[config.mk]
export PLATFORM = sky130hd
export DESIGN_NAME = marker_bounded_region_flat
export DESIGN_NICKNAME = d
export VERILOG_FILES = /design/src/design/mbr_pkg.sv /design/src/design/mbr_if.sv /design/src/design/mbr_tracker.sv /design/src/design/marker_bounded_region.sv /design/src/flat_wrapper.sv
export SDC_FILE = /design/constraint.sdc
export NUM_CORES = 1
export LEC_CHECK = 0
export BUFFER_PORTS_ARGS = -buffer_cell sky130_fd_sc_hd__buf_4
export CAP_MARGIN = 20
export CORE_UTILIZATION = 55
export DETAILED_ROUTE_END_ITERATION = 8
export GPL_TIMING_DRIVEN = 0
export PLACE_DENSITY = 0.72
export SYNTH_ARGS = -nofsm -noshare
export SYNTH_HDL_FRONTEND = slang
export SYNTH_SLANG_ARGS = --single-unit
[constraint.sdc]
create_clock -name clk -period 10.2 [get_ports clk]
set_input_delay 2.04 -clock clk [delete_from_list [all_inputs] [get_ports clk]]
set_output_delay 2.04 -clock clk [all_outputs]
set_load 0.02 [all_outputs]
[src/design/mbr_pkg.sv]
// ---------------------------------------------------------------------------
// Marker bounded region package
// Shared constants, side codes and the tracker event type.
// ---------------------------------------------------------------------------
package mbr_pkg;

	localparam int CORNERS_PER_MARKER = 4;
	localparam int COORD_BITS_DEF     = 16;
	localparam int CNT_W              = $clog2(CORNERS_PER_MARKER);
	localparam int OUT_BITS           = 12;
	localparam int CENTER_FRAC        = 6;
	localparam int EDGE_SHIFT         = 2;
	localparam int NUM_SIDES          = 4;

	localparam logic [1:0] SIDE_LEFT   = 2'd0;
	localparam logic [1:0] SIDE_RIGHT  = 2'd1;
	localparam logic [1:0] SIDE_TOP    = 2'd2;
	localparam logic [1:0] SIDE_BOTTOM = 2'd3;

	typedef struct packed {
		logic done;
		logic err;
	} mbr_evt_t;

endpackage

[src/design/mbr_if.sv]
// ---------------------------------------------------------------------------
// Marker bounded region channels
// Corner input channel and region result channel, valid/ready per beat.
// ---------------------------------------------------------------------------
interface mbr_corner_if import mbr_pkg::*; #(
	parameter int COORD_BITS = COORD_BITS_DEF
) ();
	logic                  valid;
	logic                  ready;
	logic [COORD_BITS-1:0] point_x;
	logic [COORD_BITS-1:0] point_y;
	logic                  last_in_set;

	modport source (output valid, point_x, point_y, last_in_set, input ready);
	modport sink   (input valid, point_x, point_y, last_in_set, output ready);
endinterface

interface mbr_region_if import mbr_pkg::*; ();
	logic                valid;
	logic                ready;
	logic [OUT_BITS-1:0] region_x_min;
	logic [OUT_BITS-1:0] region_y_min;
	logic [OUT_BITS-1:0] region_x_max;
	logic [OUT_BITS-1:0] region_y_max;
	logic                set_error;

	modport source (output valid, region_x_min, region_y_min, region_x_max, region_y_max,
		set_error, input ready);
	modport sink   (input valid, region_x_min, region_y_min, region_x_max, region_y_max,
		set_error, output ready);
endinterface

[src/design/mbr_tracker.sv]
// ---------------------------------------------------------------------------
// Marker bounded region tracker
// Accumulates one marker's corners and keeps the four extreme markers.
// ---------------------------------------------------------------------------
module mbr_tracker import mbr_pkg::*; #(
	parameter int COORD_BITS = COORD_BITS_DEF
) (
	input  logic                  clk,
	input  logic                  arst_n,
	input  logic                  fire,
	input  logic [COORD_BITS-1:0] point_x,
	input  logic [COORD_BITS-1:0] point_y,
	input  logic                  last_in_set,
	output mbr_evt_t              evt,
	output logic [COORD_BITS-1:0] side_edge  [NUM_SIDES],
	output logic [COORD_BITS+1:0] side_cross [NUM_SIDES]
);

	localparam int SUM_W = COORD_BITS + 2;

	logic [CNT_W-1:0]      cnt_q;
	logic                  have_q;
	logic [SUM_W-1:0]      sum_x_q, sum_y_q;
	logic [COORD_BITS-1:0] min_x_q, max_x_q, min_y_q, max_y_q;
	logic [SUM_W-1:0]      key_q   [NUM_SIDES];
	logic [COORD_BITS-1:0] edge_q  [NUM_SIDES];
	logic [SUM_W-1:0]      cross_q [NUM_SIDES];

	logic                  start, complete, first;
	logic [SUM_W-1:0]      sum_x_n, sum_y_n;
	logic [COORD_BITS-1:0] min_x_n, max_x_n, min_y_n, max_y_n;
	logic [SUM_W-1:0]      cand_key   [NUM_SIDES];
	logic [COORD_BITS-1:0] cand_edge  [NUM_SIDES];
	logic [SUM_W-1:0]      cand_cross [NUM_SIDES];
	logic [NUM_SIDES-1:0]  take;

	assign start    = (cnt_q == '0);
	assign complete = (cnt_q == CNT_W'(CORNERS_PER_MARKER - 1));
	assign first    = !have_q;

	always_comb begin
		if (start) begin
			sum_x_n = SUM_W'(point_x);
			sum_y_n = SUM_W'(point_y);
			min_x_n = point_x;
			max_x_n = point_x;
			min_y_n = point_y;
			max_y_n = point_y;
		end else begin
			sum_x_n = sum_x_q + SUM_W'(point_x);
			sum_y_n = sum_y_q + SUM_W'(point_y);
			min_x_n = (point_x < min_x_q) ? point_x : min_x_q;
			max_x_n = (point_x > max_x_q) ? point_x : max_x_q;
			min_y_n = (point_y < min_y_q) ? point_y : min_y_q;
			max_y_n = (point_y > max_y_q) ? point_y : max_y_q;
		end
	end

	always_comb begin
		cand_key[SIDE_LEFT]     = sum_x_n;
		cand_edge[SIDE_LEFT]    = max_x_n;
		cand_cross[SIDE_LEFT]   = sum_y_n;
		cand_key[SIDE_RIGHT]    = sum_x_n;
		cand_edge[SIDE_RIGHT]   = min_x_n;
		cand_cross[SIDE_RIGHT]  = sum_y_n;
		cand_key[SIDE_TOP]      = sum_y_n;
		cand_edge[SIDE_TOP]     = max_y_n;
		cand_cross[SIDE_TOP]    = sum_x_n;
		cand_key[SIDE_BOTTOM]   = sum_y_n;
		cand_edge[SIDE_BOTTOM]  = min_y_n;
		cand_cross[SIDE_BOTTOM] = sum_x_n;
		take[SIDE_LEFT]   = first || (sum_x_n < key_q[SIDE_LEFT]);
		take[SIDE_RIGHT]  = first || (sum_x_n > key_q[SIDE_RIGHT]);
		take[SIDE_TOP]    = first || (sum_y_n < key_q[SIDE_TOP]);
		take[SIDE_BOTTOM] = first || (sum_y_n > key_q[SIDE_BOTTOM]);
	end

	always_ff @(posedge clk or negedge arst_n) begin
		if (!arst_n) begin
			cnt_q  <= '0;
			have_q <= 1'b0;
		end else if (fire) begin
			if (last_in_set) begin
				cnt_q  <= '0;
				have_q <= 1'b0;
			end else if (complete) begin
				cnt_q  <= '0;
				have_q <= 1'b1;
			end else begin
				cnt_q  <= cnt_q + CNT_W'(1);
			end
		end
	end

	always_ff @(posedge clk) begin
		if (fire) begin
			sum_x_q <= sum_x_n;
			sum_y_q <= sum_y_n;
			min_x_q <= min_x_n;
			max_x_q <= max_x_n;
			min_y_q <= min_y_n;
			max_y_q <= max_y_n;
			for (int s = 0; s < NUM_SIDES; s++) begin
				if (complete && take[s]) begin
					key_q[s]   <= cand_key[s];
					edge_q[s]  <= cand_edge[s];
					cross_q[s] <= cand_cross[s];
				end
			end
		end
	end

	assign evt.done = fire && last_in_set;
	assign evt.err  = !complete;

	always_comb begin
		for (int s = 0; s < NUM_SIDES; s++) begin
			side_edge[s]  = edge_q[s];
			side_cross[s] = cross_q[s];
		end
	end

endmodule

[src/design/marker_bounded_region.sv]
// ---------------------------------------------------------------------------
// Marker bounded region
// Bounding box of the inner corners of the extreme markers in a corner set.
// ---------------------------------------------------------------------------
// Takes one corner beat per cycle unless stalled, four corners per marker,
// and answers each set (closed by last_in_set) with one region beat when
// the output is free. The marker sums and the extreme-marker registers are
// updated in the first stage, one corner per cycle unless stalled; the box
// is formed from them in the second stage and held in the output register,
// so new corners keep flowing while a region beat waits.
// A set that ends in the middle of a marker returns set_error with a zero box.
module marker_bounded_region import mbr_pkg::*; #(
	parameter int COORD_BITS = COORD_BITS_DEF
) (
	input  logic          clk,
	input  logic          arst_n,
	mbr_corner_if.sink    corner,
	mbr_region_if.source  region
);

	localparam int SUM_W = COORD_BITS + 2;
	localparam int EXT_W = (SUM_W > OUT_BITS + CENTER_FRAC) ? SUM_W : OUT_BITS + CENTER_FRAC;

	logic                  valid_s1, last_s1;
	logic [COORD_BITS-1:0] x_s1, y_s1;
	logic                  valid_s2, err_s2;
	logic                  out_valid_q, err_q;
	logic [OUT_BITS-1:0]   x_min_q, y_min_q, x_max_q, y_max_q;

	logic                  adv_out, s2_free, s1_fire;
	mbr_evt_t              evt;
	logic [COORD_BITS-1:0] side_edge  [NUM_SIDES];
	logic [SUM_W-1:0]      side_cross [NUM_SIDES];

	logic [SUM_W-1:0]      xv [NUM_SIDES];
	logic [SUM_W-1:0]      yv [NUM_SIDES];
	logic [SUM_W-1:0]      x_lo, x_hi, y_lo, y_hi;
	logic [SUM_W-1:0]      xa_lo, xa_hi, xb_lo, xb_hi, ya_lo, ya_hi, yb_lo, yb_hi;
	logic [EXT_W-1:0]      x_lo_e, x_hi_e, y_lo_e, y_hi_e;

	assign adv_out      = !out_valid_q || region.ready;
	assign s2_free      = !valid_s2 || adv_out;
	assign s1_fire      = valid_s1 && s2_free;
	assign corner.ready = !valid_s1 || s1_fire;

	always_ff @(posedge clk or negedge arst_n) begin
		if (!arst_n) begin
			valid_s1    <= 1'b0;
			valid_s2    <= 1'b0;
			out_valid_q <= 1'b0;
		end else begin
			if (corner.ready)
				valid_s1 <= corner.valid;
			if (s2_free)
				valid_s2 <= evt.done;
			if (adv_out)
				out_valid_q <= valid_s2;
		end
	end

	always_ff @(posedge clk) begin
		if (corner.valid && corner.ready) begin
			x_s1    <= corner.point_x;
			y_s1    <= corner.point_y;
			last_s1 <= corner.last_in_set;
		end
		if (s2_free)
			err_s2 <= evt.err;
		if (adv_out) begin
			err_q   <= err_s2;
			x_min_q <= err_s2 ? '0 : x_lo_e[OUT_BITS+CENTER_FRAC-1:CENTER_FRAC];
			y_min_q <= err_s2 ? '0 : y_lo_e[OUT_BITS+CENTER_FRAC-1:CENTER_FRAC];
			x_max_q <= err_s2 ? '0 : x_hi_e[OUT_BITS+CENTER_FRAC-1:CENTER_FRAC];
			y_max_q <= err_s2 ? '0 : y_hi_e[OUT_BITS+CENTER_FRAC-1:CENTER_FRAC];
		end
	end

	mbr_tracker #(
		.COORD_BITS (COORD_BITS)
	) u_tracker (
		.clk         (clk),
		.arst_n      (arst_n),
		.fire        (s1_fire),
		.point_x     (x_s1),
		.point_y     (y_s1),
		.last_in_set (last_s1),
		.evt         (evt),
		.side_edge   (side_edge),
		.side_cross  (side_cross)
	);

	// align edges to the scale of the corner sums, then take the extremes
	always_comb begin
		xv[SIDE_LEFT]   = SUM_W'(side_edge[SIDE_LEFT]) << EDGE_SHIFT;
		xv[SIDE_RIGHT]  = SUM_W'(side_edge[SIDE_RIGHT]) << EDGE_SHIFT;
		xv[SIDE_TOP]    = side_cross[SIDE_TOP];
		xv[SIDE_BOTTOM] = side_cross[SIDE_BOTTOM];
		yv[SIDE_LEFT]   = side_cross[SIDE_LEFT];
		yv[SIDE_RIGHT]  = side_cross[SIDE_RIGHT];
		yv[SIDE_TOP]    = SUM_W'(side_edge[SIDE_TOP]) << EDGE_SHIFT;
		yv[SIDE_BOTTOM] = SUM_W'(side_edge[SIDE_BOTTOM]) << EDGE_SHIFT;

		xa_lo = (xv[SIDE_LEFT] < xv[SIDE_RIGHT]) ? xv[SIDE_LEFT] : xv[SIDE_RIGHT];
		xa_hi = (xv[SIDE_LEFT] > xv[SIDE_RIGHT]) ? xv[SIDE_LEFT] : xv[SIDE_RIGHT];
		xb_lo = (xv[SIDE_TOP] < xv[SIDE_BOTTOM]) ? xv[SIDE_TOP] : xv[SIDE_BOTTOM];
		xb_hi = (xv[SIDE_TOP] > xv[SIDE_BOTTOM]) ? xv[SIDE_TOP] : xv[SIDE_BOTTOM];
		ya_lo = (yv[SIDE_LEFT] < yv[SIDE_RIGHT]) ? yv[SIDE_LEFT] : yv[SIDE_RIGHT];
		ya_hi = (yv[SIDE_LEFT] > yv[SIDE_RIGHT]) ? yv[SIDE_LEFT] : yv[SIDE_RIGHT];
		yb_lo = (yv[SIDE_TOP] < yv[SIDE_BOTTOM]) ? yv[SIDE_TOP] : yv[SIDE_BOTTOM];
		yb_hi = (yv[SIDE_TOP] > yv[SIDE_BOTTOM]) ? yv[SIDE_TOP] : yv[SIDE_BOTTOM];

		x_lo = (xa_lo < xb_lo) ? xa_lo : xb_lo;
		x_hi = (xa_hi > xb_hi) ? xa_hi : xb_hi;
		y_lo = (ya_lo < yb_lo) ? ya_lo : yb_lo;
		y_hi = (ya_hi > yb_hi) ? ya_hi : yb_hi;

		x_lo_e = EXT_W'(x_lo);
		x_hi_e = EXT_W'(x_hi);
		y_lo_e = EXT_W'(y_lo);
		y_hi_e = EXT_W'(y_hi);
	end

	assign region.valid        = out_valid_q;
	assign region.region_x_min = x_min_q;
	assign region.region_y_min = y_min_q;
	assign region.region_x_max = x_max_q;
	assign region.region_y_max = y_max_q;
	assign region.set_error    = err_q;

endmodule

[src/flat_wrapper.sv]
// flat-port wrapper written by rule: the top's interface ports become plain ports
module marker_bounded_region_flat import mbr_pkg::*;
#(
	parameter int COORD_BITS = COORD_BITS_DEF
)
  (clk, arst_n, corner_valid, corner_point_x, corner_point_y, corner_last_in_set, corner_ready, region_valid, region_region_x_min, region_region_y_min, region_region_x_max, region_region_y_max, region_set_error, region_ready);
  mbr_corner_if #(.COORD_BITS(COORD_BITS)) corner_i ();
  mbr_region_if region_i ();
  input  logic clk;
  input  logic arst_n;
  input wire logic [$bits(corner_i.valid)-1:0] corner_valid;
  input wire logic [$bits(corner_i.point_x)-1:0] corner_point_x;
  input wire logic [$bits(corner_i.point_y)-1:0] corner_point_y;
  input wire logic [$bits(corner_i.last_in_set)-1:0] corner_last_in_set;
  output wire logic [$bits(corner_i.ready)-1:0] corner_ready;
  output wire logic [$bits(region_i.valid)-1:0] region_valid;
  output wire logic [$bits(region_i.region_x_min)-1:0] region_region_x_min;
  output wire logic [$bits(region_i.region_y_min)-1:0] region_region_y_min;
  output wire logic [$bits(region_i.region_x_max)-1:0] region_region_x_max;
  output wire logic [$bits(region_i.region_y_max)-1:0] region_region_y_max;
  output wire logic [$bits(region_i.set_error)-1:0] region_set_error;
  input wire logic [$bits(region_i.ready)-1:0] region_ready;
  assign corner_i.valid = corner_valid;
  assign corner_i.point_x = corner_point_x;
  assign corner_i.point_y = corner_point_y;
  assign corner_i.last_in_set = corner_last_in_set;
  assign corner_ready = corner_i.ready;
  assign region_valid = region_i.valid;
  assign region_region_x_min = region_i.region_x_min;
  assign region_region_y_min = region_i.region_y_min;
  assign region_region_x_max = region_i.region_x_max;
  assign region_region_y_max = region_i.region_y_max;
  assign region_set_error = region_i.set_error;
  assign region_i.ready = region_ready;
  marker_bounded_region #(.COORD_BITS(COORD_BITS)) u_core (.clk(clk), .arst_n(arst_n), .corner(corner_i), .region(region_i));
endmodule
==> run summary <==
Total Routed Length - 57.2 mm
all-layer global routing usage - 0.265
H-tree level count - 2
I/O Pins - 88
outcome - finished clean
Comb power frac - 0.296
yosys warns - 0
crit start category - flip-flop
nets - 2441
fin cells - 2675
CP delay by family, top - buffers and inverters
fin crit period - 6.15 ns
Clock Sinks - 397
actual slew at the worst max-slew pin - 1.17 ns
share of the yosys chip area belonging to registers - 0.508
final setup TNS - 0 ns
Int Pwr - 3.77 mW
largest net degree at the start of global routing - 68
clk slew on worst S/H paths - 0.06 ns
CTS tree - yes
Leak - 11.2 nW
crit-path cells - inv_1 -> ha_1 -> clkbuf_1 -> clkbuf_1 -> clkinv_1 -> mux2i_1 -> ha_1 -> a21boi_0 -> o21a_1 -> o21ai_0 -> a21oi_1 -> o21ai_0 -> a211oi_1 -> nor2_4 -> buf_12
clk root buf - clkbuf_16
Placer Congestion - 0.968
n_diodes - 0
total gr overflow - 0
wire length per cell - 21.4 um
CTS Buf Count - 42
vias in the first global route - 15953
DR vias/cell - 6.00
reg2reg path depth - 15
synthesized area - 23400 um2
Die Y-Extent - 208 um
Util after Layout - 0.633
cell depth of the worst setup path - 15
sequential share of power - 0.397
Max Buffers Root-to-Sink - 3
worst path arrival time - 6.40 ns
Mapped Avg Cell Area - 12.0 um2
post-CTS sizing - 0
CTS Hold Bufs - 0
Post-CTS Repair Setup Buffers - 0
count of final setup violators - 0
Max IR drop VDD - 0.000124 V
Worst slew margin - 0.214
Hold Fails Final Rpt - 0
Post-Syn Instances - 1949
initial core utilization - 0.558
power per cell area - 208 nW/um2
die area - 43400 um2
end of the critical path - u_core.u_tracker.edge_q[0][5]$_DFFE_PP_
Critical Setup Path Class - reg -> reg
R2R setup slack - 4.05 ns
CP max-delay cell - mux2i_1
total power - 5.51 mW
Routed Antenna Nets - 0
Worst Setup SP - u_core.u_tracker.cnt_q[0]$_DFFE_PN0P_
Core Region - 41900 um2
hold_sp - u_core.valid_s2$_DFFE_PN0P_
FFs w/ async S/R, synth - 0.0151
first-pass GRT wire length - 88.8 mm
antenna violations before repair - 0
Reg2Reg Capture Point - u_core.u_tracker.edge_q[0][5]$_DFFE_PP_
number of synthesized flops with an enable pin - 391
Critical Path RT - 10.46 ns
Worst Path Buf+Inv - 5
number of DRC markers in iteration 0 - 1177
Yosys reg bits - 397
layout cells sized above 1 - 0.154
RSZ-0062 raised after global routing - no
Critical Path End Type - flip-flop
CP max stage delay - 0.84 ns
Slew Viols, Final - 0
Max Fclk - 163 MHz
prevailing post-synth register cell - edfxtp_1
Area Overhead vs Synth - 13.6%
Crit Path Max Fanout - 28
Buffers on Ports - 87
routed vias - 16037
max cap viols - 0
clock power share - 0.307
P_sw - 1.74 mW
Cells after DPL - 2591
Clock Latency Late Sink - 0.57 ns
Initial DRT Pass Iterations - 5
Sw Ratio - 0.316
DP HPWL - 42.8 mm
Hold Path Class - reg -> reg
worst reg2reg path startpoint - u_core.u_tracker.cnt_q[0]$_DFFE_PN0P_
dpl cell area - 25000 um2
syn_nets - 2285
post-route cell area - 26600 um2
Residual DRC - 0
unique cell type count in the Yosys netlist - 80
Clock Skew - 0.0175 ns
Die W - 208 um
Final Cycle Share - 0.603
row count - 75
## cell usage in the layout, fill, tap and decap left out, types with 16 or more instances in the layout
| cell | count |
|---|---|
| nand2b_1 | 16 |
| mux2_1 | 19 |
| o21a_1 | 26 |
| clkbuf_1 | 27 |
| edfxtp_1 | 391 |
| o21ai_0 | 77 |
| nand2_1 | 85 |
| a21oi_1 | 143 |
| mux2_2 | 103 |
| a211oi_1 | 18 |
| mux2i_1 | 39 |
| nor3_1 | 23 |
| nand3_1 | 31 |
| buf_2 | 23 |
| clkbuf_16 | 43 |
| buf_4 | 93 |
| nor2b_1 | 19 |
| inv_1 | 227 |
| o31ai_1 | 19 |
| nor2_1 | 69 |
| a21o_1 | 62 |
| ha_1 | 297 |
| nand4_1 | 47 |
## state kept, by name, indices dropped and copies added, names as in the netlist, 2 cells and up
| register | flops |
|---|---|
| u_core.region.region_x_max | 12 |
| u_core.region.region_x_min | 12 |
| u_core.region.region_y_max | 12 |
| u_core.region.region_y_min | 12 |
| u_core.u_tracker.cnt_q | 2 |
| u_core.u_tracker.cross_q | 72 |
| u_core.u_tracker.edge_q | 64 |
| u_core.u_tracker.key_q | 72 |
| u_core.u_tracker.max_x_q | 16 |
| u_core.u_tracker.max_y_q | 16 |
| u_core.u_tracker.min_x_q | 16 |
| u_core.u_tracker.min_y_q | 16 |
| u_core.u_tracker.sum_x_q | 18 |
| u_core.u_tracker.sum_y_q | 18 |
| u_core.x_s1 | 16 |
| u_core.y_s1 | 16 |
## kinds of logic after synthesis
group,count (synthesis),share of synthesized area
xor gates and xnor gates,23,0.00861
AOI/OAI and AO/OA,445,0.126
muxes,161,0.0754
and+or+nand+nor,351,0.0764
adders and majority gates,299,0.161
DFF,397,0.508
buffers and inverters,273,0.0449
## cell type report
class / count / area, um2
Buffer: 44 / 191
Clock buffer: 45 / 1080
Tap cell: 539 / 674
Fill cell: 3264 / 15400
Clock inverter: 30 / 430
Sequential cell: 397 / 11900
Inverter: 229 / 862
Multi-Input combinational cell: 1279 / 10500
Timing Repair Buffer: 112 / 931
## synthesized netlist by cell type, types with 4 or more instances
cell type / n / area [um2]
edfxtp_1: 391 / 11700
ha_1: 297 / 3720
inv_1: 228 / 856
a21oi_1: 144 / 721
mux2_2: 103 / 1160
nand2_1: 85 / 319
o21ai_0: 77 / 385
nor2_1: 70 / 263
a21o_1: 62 / 465
nand4_1: 47 / 294
mux2i_1: 39 / 390
nand3_1: 31 / 155
o21a_1: 26 / 195
clkbuf_1: 25 / 93.8
nor3_1: 23 / 115
a211oi_1: 19 / 143
mux2_1: 19 / 214
nor2b_1: 19 / 119
o31ai_1: 19 / 143
nand2b_1: 17 / 106
buf_2: 15 / 75.1
o211ai_1: 14 / 105
or2_1: 14 / 87.6
xor2_1: 12 / 105
xnor2_1: 11 / 96.3
a211oi_2: 10 / 125
a2111oi_0: 8 / 70.1
and2_1: 8 / 50.1
and3_1: 7 / 43.8
dfrtp_1: 6 / 150
o21ai_1: 6 / 30.0
a211o_1: 5 / 43.8
a31oi_1: 5 / 31.3
and4_1: 5 / 43.8
nor4_1: 5 / 31.3
or2_2: 4 / 25.0
or4_1: 4 / 30.0
## stage by stage
stage / setup slack, ns / hold WS (ns)
6_report: 4.05 / 0.501
2_1_floorplan: 0.969 / 0.458
3_3_place_gp: -3.53 / 0.467
4_1_cts: 4.08 / 0.502
5_1_grt: 3.80 / 0.527
3_5_place_dp: 4.09 / 0.489
## routing by layer
layer / track usage / routed length (um) / up-vias
met5: 0 / 0 / -
met1: 0.396 / 27600 / 7861
met4: 0.0738 / 1210 / 0
met3: 0.0290 / 2950 / 77
li1: - / - / 7645
met2: 0.408 / 25400 / 454
## worst min path at each step
stage,endpoint,slack [ns],depth (start not counted)
CTS,u_core.region.valid$_DFFE_PN0P_,0.50,1
global route,u_core.region.valid$_DFFE_PN0P_,0.53,1
finish,u_core.region.valid$_DFFE_PN0P_,0.50,1
global placement,u_core.region.valid$_DFFE_PN0P_,0.47,1
floorplan,u_core.region.valid$_DFFE_PN0P_,0.46,1
detailed placement,u_core.region.valid$_DFFE_PN0P_,0.49,1
## power groups by stage
stage	Clock [mW]	Combinational [mW]	Sequential, mW
after floorplan	0	1.04	2.22
after global placement	0	1.47	2.23
after detailed placement	0	1.57	2.22
after CTS	1.72	1.59	2.19
after global routing	1.77	1.79	2.20
final	1.69	1.63	2.19
Note: power is estimated with default switching activity, not from simulation.
